===== src/design/keypad_scan_line_buffer_top_macros.svh =====
// Assertion helpers for the keypad line buffer.
`ifndef KEYPAD_SCAN_LINE_BUFFER_TOP_MACROS_SVH
`define KEYPAD_SCAN_LINE_BUFFER_TOP_MACROS_SVH

// Same-cycle implication, checked only out of reset.
`define KSLB_ASSERT_NOW(label, clk, rst_n, ante, cons, msg) \
    label: assert property (@(posedge clk) disable iff (!(rst_n)) (ante) |-> (cons)) \
        else $error(msg);

// Next-cycle implication, checked only out of reset.
`define KSLB_ASSERT_NEXT(label, clk, rst_n, ante, cons, msg) \
    label: assert property (@(posedge clk) disable iff (!(rst_n)) (ante) |=> (cons)) \
        else $error(msg);

`endif


===== src/design/kslb_pkg.sv =====
package kslb_pkg;

    localparam int TABLE_LEN  = 20;
    localparam int FIELD_COLS = 4;
    localparam int IDX_W      = 7;

    localparam logic [7:0] KEY_END   = 8'h45;  // 'E'
    localparam logic [7:0] KEY_CLEAR = 8'h43;  // 'C'

    // first character sits in the top byte
    localparam logic [8*TABLE_LEN-1:0] KEY_TABLE = "P123T456M789BC0EOSLA";

    typedef struct packed {
        logic capture;   // input beat taken
        logic decode;    // evaluate the captured row
        logic append;    // write key into the line store
        logic clear;     // empty the line store
        logic send;      // stream the line out
    } t_cmd;

    typedef struct packed {
        logic key_append;
        logic key_end;
        logic key_clear;
        logic fill_zero;
        logic fill_last;  // an append fills the buffer
        logic send_done;  // terminator loaded
    } t_sts;

    function automatic logic [7:0] key_at(input logic [4:0] idx);
        logic [7:0] res;
        res = KEY_TABLE[(TABLE_LEN - 1 - int'(idx)) * 8 +: 8];
        return res;
    endfunction

endpackage


===== src/design/keypad_scan_line_buffer_top.sv =====
// Keypad scanner with an eight-key line buffer.
// Input channel (i_valid/o_ready): one scanned row per beat, i_row and
// i_col_levels. A column that rose since that row's last scan gives a key
// from the fixed 20-key table; 'C' empties the line, 'E' sends it unless it is empty, other
// keys are appended and a full line is sent at once.
// Output channel (o_valid/i_ready): one byte per beat on o_tx_byte; the
// terminator 'E' closes each sent line with o_last high.
// Timing: a row with no send passes through capture and decode. A send of
// N buffered bytes keeps the input closed until the terminator is loaded:
// after decode the line store is read through its single registered read
// port, one byte per cycle while the receiver keeps up, then the terminator.
// A stalled receiver holds the output register and the send waits with it;
// a finished last byte may wait in the output register while the next row
// is accepted.
// Reset (i_rst_n low, synchronous) clears the row history, empties the line
// and drops o_valid. The line store itself is not cleared.
module keypad_scan_line_buffer_top #(
    parameter int LINE_DEPTH = 8,
    parameter int NUM_ROWS   = 5,
    parameter int NUM_COLS   = 4
) (
    input  logic       i_clk,
    input  logic       i_rst_n,
    input  logic       i_valid,
    output logic       o_ready,
    input  logic [2:0] i_row,
    input  logic [3:0] i_col_levels,
    output logic       o_valid,
    input  logic       i_ready,
    output logic [7:0] o_tx_byte,
    output logic       o_last
);
    import kslb_pkg::*;

    t_cmd s_cmd;
    t_sts s_sts;

    kslb_ctrl u_ctrl (
        .i_clk   (i_clk),
        .i_rst_n (i_rst_n),
        .i_valid (i_valid),
        .o_ready (o_ready),
        .i_sts   (s_sts),
        .o_cmd   (s_cmd)
    );

    kslb_dp #(
        .LINE_DEPTH (LINE_DEPTH),
        .NUM_ROWS   (NUM_ROWS),
        .NUM_COLS   (NUM_COLS)
    ) u_dp (
        .i_clk        (i_clk),
        .i_rst_n      (i_rst_n),
        .i_row        (i_row),
        .i_col_levels (i_col_levels),
        .i_cmd        (s_cmd),
        .o_sts        (s_sts),
        .o_valid      (o_valid),
        .i_ready      (i_ready),
        .o_tx_byte    (o_tx_byte),
        .o_last       (o_last)
    );

`include "keypad_scan_line_buffer_top_macros.svh"

    `KSLB_ASSERT_NOW(a_no_accept_in_send, i_clk, i_rst_n, s_cmd.send, !o_ready, "input open during send")
    `KSLB_ASSERT_NEXT(a_done_loads_term, i_clk, i_rst_n, s_sts.send_done, o_valid && o_last && (o_tx_byte == KEY_END), "terminator not loaded")
    `KSLB_ASSERT_NEXT(a_done_empties, i_clk, i_rst_n, s_sts.send_done, s_sts.fill_zero, "line not emptied after send")

endmodule


===== src/design/kslb_ctrl.sv =====
module kslb_ctrl (
    input  logic          i_clk,
    input  logic          i_rst_n,
    input  logic          i_valid,
    output logic          o_ready,
    input  kslb_pkg::t_sts i_sts,
    output kslb_pkg::t_cmd o_cmd
);
    import kslb_pkg::*;

    typedef enum logic [2:0] {
        ST_IDLE   = 3'b001,
        ST_DECODE = 3'b010,
        ST_SEND   = 3'b100
    } t_state;

    t_state r_state;
    t_state n_state;

    always_ff @(posedge i_clk) begin
        if (!i_rst_n) begin
            r_state <= ST_IDLE;
        end else begin
            r_state <= n_state;
        end
    end

    always_comb begin
        n_state = r_state;
        o_cmd   = '0;
        o_ready = 1'b0;
        unique case (r_state)
            ST_IDLE: begin
                o_ready     = 1'b1;
                o_cmd.capture = i_valid;
                if (i_valid) begin
                    n_state = ST_DECODE;
                end
            end
            ST_DECODE: begin
                o_cmd.decode = 1'b1;
                n_state      = ST_IDLE;
                if (i_sts.key_end) begin
                    if (!i_sts.fill_zero) begin
                        n_state = ST_SEND;
                    end
                end else if (i_sts.key_clear) begin
                    o_cmd.clear = 1'b1;
                end else if (i_sts.key_append) begin
                    o_cmd.append = 1'b1;
                    if (i_sts.fill_last) begin
                        n_state = ST_SEND;
                    end
                end
            end
            ST_SEND: begin
                o_cmd.send = 1'b1;
                if (i_sts.send_done) begin
                    n_state = ST_IDLE;
                end
            end
            default: begin
                n_state = ST_IDLE;
            end
        endcase
    end

endmodule


===== src/design/kslb_dp.sv =====
module kslb_dp #(
    parameter int LINE_DEPTH = 8,
    parameter int NUM_ROWS   = 5,
    parameter int NUM_COLS   = 4
) (
    input  logic           i_clk,
    input  logic           i_rst_n,
    input  logic [2:0]     i_row,
    input  logic [3:0]     i_col_levels,
    input  kslb_pkg::t_cmd i_cmd,
    output kslb_pkg::t_sts o_sts,
    output logic           o_valid,
    input  logic           i_ready,
    output logic [7:0]     o_tx_byte,
    output logic           o_last
);
    import kslb_pkg::*;

    localparam int USE_COLS = (NUM_COLS < FIELD_COLS) ? NUM_COLS : FIELD_COLS;
    localparam logic [3:0] COL_MASK = 4'((1 << USE_COLS) - 1);
    localparam int ROW_W  = (NUM_ROWS > 1) ? $clog2(NUM_ROWS) : 1;
    localparam int CNT_W  = $clog2(LINE_DEPTH + 1);
    localparam int ADDR_W = (LINE_DEPTH > 1) ? $clog2(LINE_DEPTH) : 1;

    // captured input beat
    logic [2:0] r_row;
    logic [3:0] r_levels;

    logic [3:0] r_prev [NUM_ROWS];
    logic [7:0] r_mem  [LINE_DEPTH];

    logic [CNT_W-1:0] r_fill;
    logic [CNT_W-1:0] r_ptr;
    logic             r_rd_vld;
    logic [7:0]       r_rd_data;
    logic             r_out_vld;
    logic [7:0]       r_out_byte;
    logic             r_out_last;

    // decode
    logic             in_range;
    logic [ROW_W-1:0] row_ix;
    logic [3:0]       rose;
    logic [1:0]       col;
    logic             found;
    logic [IDX_W-1:0] idx;
    logic             key_ok;
    logic [7:0]       key;

    // send pipeline
    logic out_free;
    logic take;
    logic issue;
    logic term;

    assign in_range = int'(r_row) < NUM_ROWS;
    assign row_ix   = ROW_W'(r_row);
    assign rose     = in_range ? (r_levels & ~r_prev[row_ix]) : 4'b0000;

    always_comb begin
        col   = 2'd0;
        found = 1'b1;
        priority if (rose[0]) col = 2'd0;
        else if (rose[1]) col = 2'd1;
        else if (rose[2]) col = 2'd2;
        else if (rose[3]) col = 2'd3;
        else found = 1'b0;
    end

    assign idx    = IDX_W'(r_row) * IDX_W'(NUM_COLS) + IDX_W'(col);
    assign key_ok = found && (idx < IDX_W'(TABLE_LEN));
    assign key    = key_at(idx[4:0]);

    assign o_sts.key_end    = key_ok && (key == KEY_END);
    assign o_sts.key_clear  = key_ok && (key == KEY_CLEAR);
    assign o_sts.key_append = key_ok && (key != KEY_END) && (key != KEY_CLEAR);
    assign o_sts.fill_zero  = (r_fill == '0);
    assign o_sts.fill_last  = (r_fill + CNT_W'(1)) == CNT_W'(LINE_DEPTH);
    assign o_sts.send_done  = i_cmd.send && term;

    assign out_free = !r_out_vld || i_ready;
    assign take     = i_cmd.send && r_rd_vld && out_free;
    assign issue    = i_cmd.send && (r_ptr < r_fill) && (!r_rd_vld || take);
    assign term     = !r_rd_vld && (r_ptr == r_fill) && out_free;

    always_ff @(posedge i_clk) begin
        if (i_cmd.capture) begin
            r_row    <= i_row;
            r_levels <= i_col_levels & COL_MASK;
        end
    end

    always_ff @(posedge i_clk) begin
        if (!i_rst_n) begin
            for (int i = 0; i < NUM_ROWS; i++) begin
                r_prev[i] <= 4'b0000;
            end
        end else if (i_cmd.decode && in_range) begin
            r_prev[row_ix] <= r_levels;
        end
    end

    // line store: one write port, one registered read port
    always_ff @(posedge i_clk) begin
        if (i_cmd.append) begin
            r_mem[r_fill[ADDR_W-1:0]] <= key;
        end
        if (issue) begin
            r_rd_data <= r_mem[r_ptr[ADDR_W-1:0]];
        end
    end

    always_ff @(posedge i_clk) begin
        if (!i_rst_n) begin
            r_fill   <= '0;
            r_ptr    <= '0;
            r_rd_vld <= 1'b0;
        end else begin
            if (i_cmd.decode) begin
                r_ptr    <= '0;
                r_rd_vld <= 1'b0;
            end else if (issue) begin
                r_ptr    <= r_ptr + CNT_W'(1);
                r_rd_vld <= 1'b1;
            end else if (take) begin
                r_rd_vld <= 1'b0;
            end
            if (i_cmd.append) begin
                r_fill <= r_fill + CNT_W'(1);
            end else if (i_cmd.clear || o_sts.send_done) begin
                r_fill <= '0;
            end
        end
    end

    always_ff @(posedge i_clk) begin
        if (!i_rst_n) begin
            r_out_vld <= 1'b0;
        end else if (take || o_sts.send_done) begin
            r_out_vld <= 1'b1;
        end else if (i_ready) begin
            r_out_vld <= 1'b0;
        end
    end

    always_ff @(posedge i_clk) begin
        if (take) begin
            r_out_byte <= r_rd_data;
            r_out_last <= 1'b0;
        end else if (o_sts.send_done) begin
            r_out_byte <= KEY_END;
            r_out_last <= 1'b1;
        end
    end

    assign o_valid   = r_out_vld;
    assign o_tx_byte = r_out_byte;
    assign o_last    = r_out_last;

endmodule


===== config.mk =====
export PLATFORM = sky130hd
export DESIGN_NAME = keypad_scan_line_buffer_top
export DESIGN_NICKNAME = d
export VERILOG_FILES = /design/src/design/kslb_pkg.sv /design/src/design/keypad_scan_line_buffer_top.sv /design/src/design/kslb_ctrl.sv /design/src/design/kslb_dp.sv
export VERILOG_INCLUDE_DIRS = /design/src /design/src/design
export SDC_FILE = /design/constraint.sdc
export NUM_CORES = 1
export LEC_CHECK = 0
export BUFFER_PORTS_ARGS = -buffer_cell sky130_fd_sc_hd__buf_2
export CAP_MARGIN = 15
export CORE_MARGIN = 5
export CORE_UTILIZATION = 61
export DETAILED_ROUTE_END_ITERATION = 8
export MAX_ROUTING_LAYER = met4
export PLACE_DENSITY = 0.9
export REMOVE_ABC_BUFFERS = 1
export SLEW_MARGIN = 5
export SYNTH_ARGS = -nofsm -noshare
export SYNTH_HDL_FRONTEND = slang
export SYNTH_SLANG_ARGS = --single-unit

===== constraint.sdc =====
create_clock -name i_clk -period 4.6 [get_ports i_clk]
set_input_delay 0.92 -clock i_clk [delete_from_list [all_inputs] [get_ports i_clk]]
set_output_delay 0.92 -clock i_clk [all_outputs]
set_load 0.05 [all_outputs]

* Word level (Yosys, flattened, before mapping) *
Memories as Yosys holds them, arrays and structs flattened. A register that Yosys moved wholly into a read port is not among the register bits.
Index checks and enable logic that the tools add are counted.

operators by class
  $add $sub $neg = 4
  magnitude comparators = 3
  eq/ne operators = 11
  shift operators = 1
  muxes and demuxes = 43
  bitwise gates (word level) = 3
  reduce and logical (&&, ||, !) cells = 27

operators with widths
  operator                                                                        number
  160-bit by 32-bit variable part select with 8-bit output, first input constant  1
  3-bit 2-to-1 mux                                                                10
  1-bit 2-to-1 mux                                                                21
  8-bit by 7-bit equality test with 1-bit output, second input constant           2
  4-bit 2-to-1 mux                                                                4
  8-bit 2-to-1 mux                                                                2
  8-bit by 7-bit != test with 1-bit output, second input constant                 2
  1-bit logical AND                                                               13
  2-bit 2-to-1 mux                                                                5
  3-bit case mux with 3 select lines                                              1
  4-bit by 1-bit adder with 4-bit output, second input constant                   2
  2-bit nonzero test                                                              4
  7-bit by 5-bit < comparator with 1-bit output, second input constant            1
  5-bit by 2-bit adder with 6-bit output                                          1
  5-bit by 5-bit subtractor with 6-bit output, first input constant               1
  4-bit bitwise AND                                                               1
  4-bit equality test                                                             1
  4-bit equality test, second input constant                                      1
  4-bit zero test                                                                 1
  1-bit logical OR                                                                4
  4-bit < comparator                                                              1
  4-bit NOT                                                                       1
  4-bit OR reduction                                                              1
  3-bit by 1-bit equality test with 1-bit output, second input constant           1
  other kinds (9)                                                                 10

storage, ports and cells
  register bits = 29
  memory bits (writable) = 84
  bits of input ports = 11
  output and inout port bits = 11
  memories kept = 2

memory list
  name         depth  bits a word  read ports  clocked after Yosys merged registers in  wr ports  line           text
  u_dp.r_mem   8      8            1           1                                        1         kslb_dp.sv:30  logic [7:0] r_mem [LINE_DEPTH];
  u_dp.r_prev  5      4            1           1                                        5         kslb_dp.sv:29  logic [3:0] r_prev [NUM_ROWS];

* Depth between registers and ports, before layout *
  word-level depth = 23
  depth in mapped cells = 14
  mapped depth without buffers = 11

* Modules after synthesis *
From an unflattened synthesis, not the netlist that was laid out.

second synthesis, totals
  cell total of the unflattened synthesis = 399
  area total of the unflattened synthesis = 5,715.5 um^2

modules (own cells, without submodules)
  module     instances  cells an instance  area an instance (um^2)  seq. area each (um^2)
  kslb_dp    1          380                5,516.5                  3,553.4
  kslb_ctrl  1          19                 198.9                    60.1

* Least setup slack after synthesis *
OpenSTA, ideal clock, no wires.

  path kind = register -> register
  start = reg with a tool-made name
  end = mem u_dp.r_mem[0][0], enable pin
  arrival = 3.383 ns
  required time = 4.210 ns
  path slack = 0.827 ns
  cell stages (with the launch flop) = 11
  clock period less this slack = 3.773 ns
  path through = dfxtp_1 -> buf_6 -> mux2_2 -> mux4_2 -> a211oi_2 -> a21boi_1 -> o221a_2 -> or3_4 -> xnor2_2 -> o21ai_2 -> nor4_1

RTL lines
  what              line
  end: declaration  kslb_dp.sv:30

==> results list <==
* Most used DFF post-synth: sky130_fd_sc_hd__edfxtp_1
- Slew Limit Headroom: 0.316
- The count of nets left with antenna violations once routing finished came out at 0.
- Cells after Synth: 421
* Detailed Route WL: 13.2 mm
- Once the clock tree was built, the setup fixing pass inserted 0 buffers.
- Area of the placeable core: 9280 um^2
- The worst path in the final design needs a cycle of 4.36 ns, including I/O delays and setup.
- The first detailed-routing pass took 7 iterations.
- The total count of max-transition violations in the final report is 0.
- Entering global routing, the biggest net connects 19 pins.
* Die Width: 108 um
- After global routing the overflow that remains totals 0.
* Global-route wire length before repair: 20.8 mm
- Leaving out fill and tap cells, the most frequent cells in the layout are 109 x sky130_fd_sc_hd__edfxtp_1, 32 x sky130_fd_sc_hd__nand2_1, 28 x sky130_fd_sc_hd__and2_1, 21 x sky130_fd_sc_hd__nor2_1, 20 x sky130_fd_sc_hd__buf_2.
- VDD sags by at most 0.320 mV.
* Cell family with the largest share of critical-path delay: simple AND/OR/NAND/NOR gates
* Fmax: 230 MHz
- Max-cap violations in this run came to 0.
- Initial core utilization: 0.627
- The clock reaches the later pin of the worst-skew pair after 0.53 ns.
- Post-synthesis sequential element count: 126
- In this run the vertical extent of the chip is 108 um.
* Number of nets in the layout: 487
- In this run the core area contains 35 standard-cell rows.
* Syn Area/Cell: 13.8 um^2
* Placer Congestion: 0.899
- Number of buffers on the longest clock path: 2
- Final hold violations: 0
- Data arrival at the endpoint of the critical path: 4.50 ns
- The die covers 11600 um^2.
* Final HPWL DP: 8.35 mm
- Number of global-route vias before repair: 3851
- The first routing iteration left 375 violations.
* Avg Vias per Cell: 6.27
- Number of H-tree levels: 4
- The detailed router placed 3819 vias in this run.
- Dividing the detail-routed wire length by the instance count gives 21.6 um.
- Category of the worst setup path launch point: register
- Most frequent standard cell in the layout excluding fill and tap cells: sky130_fd_sc_hd__edfxtp_1
- Post-synth EDFFs: 109
- Setup total negative slack on the finished layout was measured at 0 ns.
- On the worst path, the slowest cell contributes a delay of 0.87 ns.
- Startpoint-to-endpoint class of the critical path: reg -> reg
* Fraction of final layout cells sized beyond drive strength 1: 0.235
- Worst-path fanout max: 9
* Root Buffer Master: sky130_fd_sc_hd__clkbuf_8
- RSZ-0062 raised after global routing: no
- Final setup violation count: 0
- For this run, the share of the core covered by cells in the final layout is 0.729.
- Classification of the worst-slack hold path: reg -> reg
- Synth warn: 0
* Result of the run: completed
- Number of buffers added by the clock tree synthesis step: 17
- The mapped netlist covers 5820 um^2.
- Clock Pin Slew Worst Setup and Hold Paths: 0.07 ns
- The number of antenna violations at the first check in global routing came to 0.
* Number of remaining DRC errors: 0
* Global Route Usage Sum: 0.250
* Capturing element type of the critical path: register
* Slowest library cell on the worst path: sky130_fd_sc_hd__nor3_1
- Dividing total power by cell area gives a power density of 447 nW/um^2.
* CP Data Required Time: 4.74 ns
- Layout overhead on the synthesized area: 16.3%
* Sequential element share of the synthesized area: 0.621
- In this run the tool buffered the top-level ports with 20 buffer cells.
- Proportion of synthesized flip-flops having asynchronous set or reset: 0
- The netlist uses 66 different library cells.
- Counting every sink on the clock net gives 126.
* List of cells traversed by the critical path: mux2_1, mux4_2, a211oi_2, a21boi_1, o221a_2, or3_4, xnor2_2, o21ai_2, nor3_1
- The number of buffers and inverters on the critical path is 0.
- Final clock period utilization by the worst path: 0.947
- Slew at the pin with the worst max-slew slack: 1.02 ns
- CTS tree: built
* Reg-to-reg setup timing slack: 0.24 ns
- Ports: 22
- Worst clock skew: 0.0166 ns
- The repair_antennas step left the layout with diodes totalling 0.
* Total leakage power: 0.00244 uW
area by class of cell:
type                    count  area [um^2]
flip-flops and latches    126         3610
fillers                   590         2520
multi-input cells         269         2110
clock buffers              20          468
repair buffers             38          235
well taps                 129          161
clock inverters            12          123
inverters                  15         56.3
what timing repair did:
action | 4_1_cts | 5_1_grt
hold buffers | 0 | 0
endpoints found under the setup margin | 0 | 4
resized for setup | 0 | 1
per-stage QoR:
stage	instance area [um^2]	cells	total power [uW]	setup slack (ns)	hold WS, ns
3_3_place_gp	6130	575	1710	0.316	0.433
2_1_floorplan	5750	410	1600	0.452	0.471
3_5_place_dp	6140	576	1720	0.152	0.443
4_1_cts	6730	608	3010	0.0580	0.475
5_1_grt	6760	609	3110	0.0665	0.498
6_report	6760	609	3020	0.244	0.481
worst min-delay path, cell delays in order (launching register included):
cell	delay (ns)
sky130_fd_sc_hd__dfxtp_1	0.31
sky130_fd_sc_hd__inv_1	0.05
sky130_fd_sc_hd__a21oi_1	0.06
kinds of logic (layout without fill, tap and decap cells):
family	after synthesis	in the layout	share of synthesized area
flops	126	126	0.621
mux	42	42	0.113
other cells	1	13	0.000645
compound gates	62	62	0.0809
buf+inv	38	85	0.0295
fa+ha+maj	9	9	0.0194
simple gates	138	138	0.126
xor+xnor	5	5	0.00882
cell usage after synthesis, types with 3 or more instances:
cell,n,share of area
sky130_fd_sc_hd__a21oi_1,9,0.0077
sky130_fd_sc_hd__o21ai_0,13,0.011
sky130_fd_sc_hd__mux2_2,10,0.019
sky130_fd_sc_hd__nand3_1,6,0.0052
sky130_fd_sc_hd__o221ai_1,3,0.0045
sky130_fd_sc_hd__clkbuf_1,17,0.011
sky130_fd_sc_hd__and3_1,4,0.0043
sky130_fd_sc_hd__edfxtp_1,109,0.56
sky130_fd_sc_hd__nand2_1,32,0.021
sky130_fd_sc_hd__o211ai_1,3,0.0039
sky130_fd_sc_hd__mux2i_1,13,0.022
sky130_fd_sc_hd__dfxtp_1,17,0.059
sky130_fd_sc_hd__nand2b_1,11,0.012
sky130_fd_sc_hd__ha_1,9,0.019
sky130_fd_sc_hd__o31ai_1,3,0.0039
sky130_fd_sc_hd__nor3_1,9,0.0077
sky130_fd_sc_hd__nor4_1,9,0.0097
sky130_fd_sc_hd__inv_1,15,0.0097
sky130_fd_sc_hd__nor2b_1,4,0.0043
sky130_fd_sc_hd__mux4_2,18,0.070
sky130_fd_sc_hd__nor2_1,21,0.014
sky130_fd_sc_hd__and2_1,28,0.030
report_power, final:
group          internal [uW]  switching, uW
sequential              1300           35.2
combinational            137            234
clock                    792            518
state kept, by name (all words and copies together) (netlist names), named ones only:
signal          flops
u_dp.r_rd_vld       1
u_dp.o_tx_byte      7
u_dp.r_fill         4
u_dp.r_levels       4
u_dp.r_rd_data      7
u_dp.o_last         1
u_dp.o_valid        1
u_ctrl.r_state      3
u_dp.r_mem         56
u_dp.r_ptr          4
u_dp.r_prev        32
u_dp.r_row          3
final timing paths:
kind	start	end	depth (start not counted)
worst max register to register	register	u_dp.r_mem[6][5]	9
worst min-delay path	u_dp.o_last	u_dp.o_last	2
worst max-delay path	register	u_dp.r_mem[6][5]	9
worst min register to register	u_dp.o_last	u_dp.o_last	2
metal layers:
| layer | GRT usage | part of all wire |
|---|---|---|
| met1 | 0.285 | 0.37 |
| met2 | 0.421 | 0.52 |
| met3 | 0.0558 | 0.073 |
| met4 | 0.120 | 0.031 |
| met5 | - | 0 |
Power figures use the tool's default switching activity.
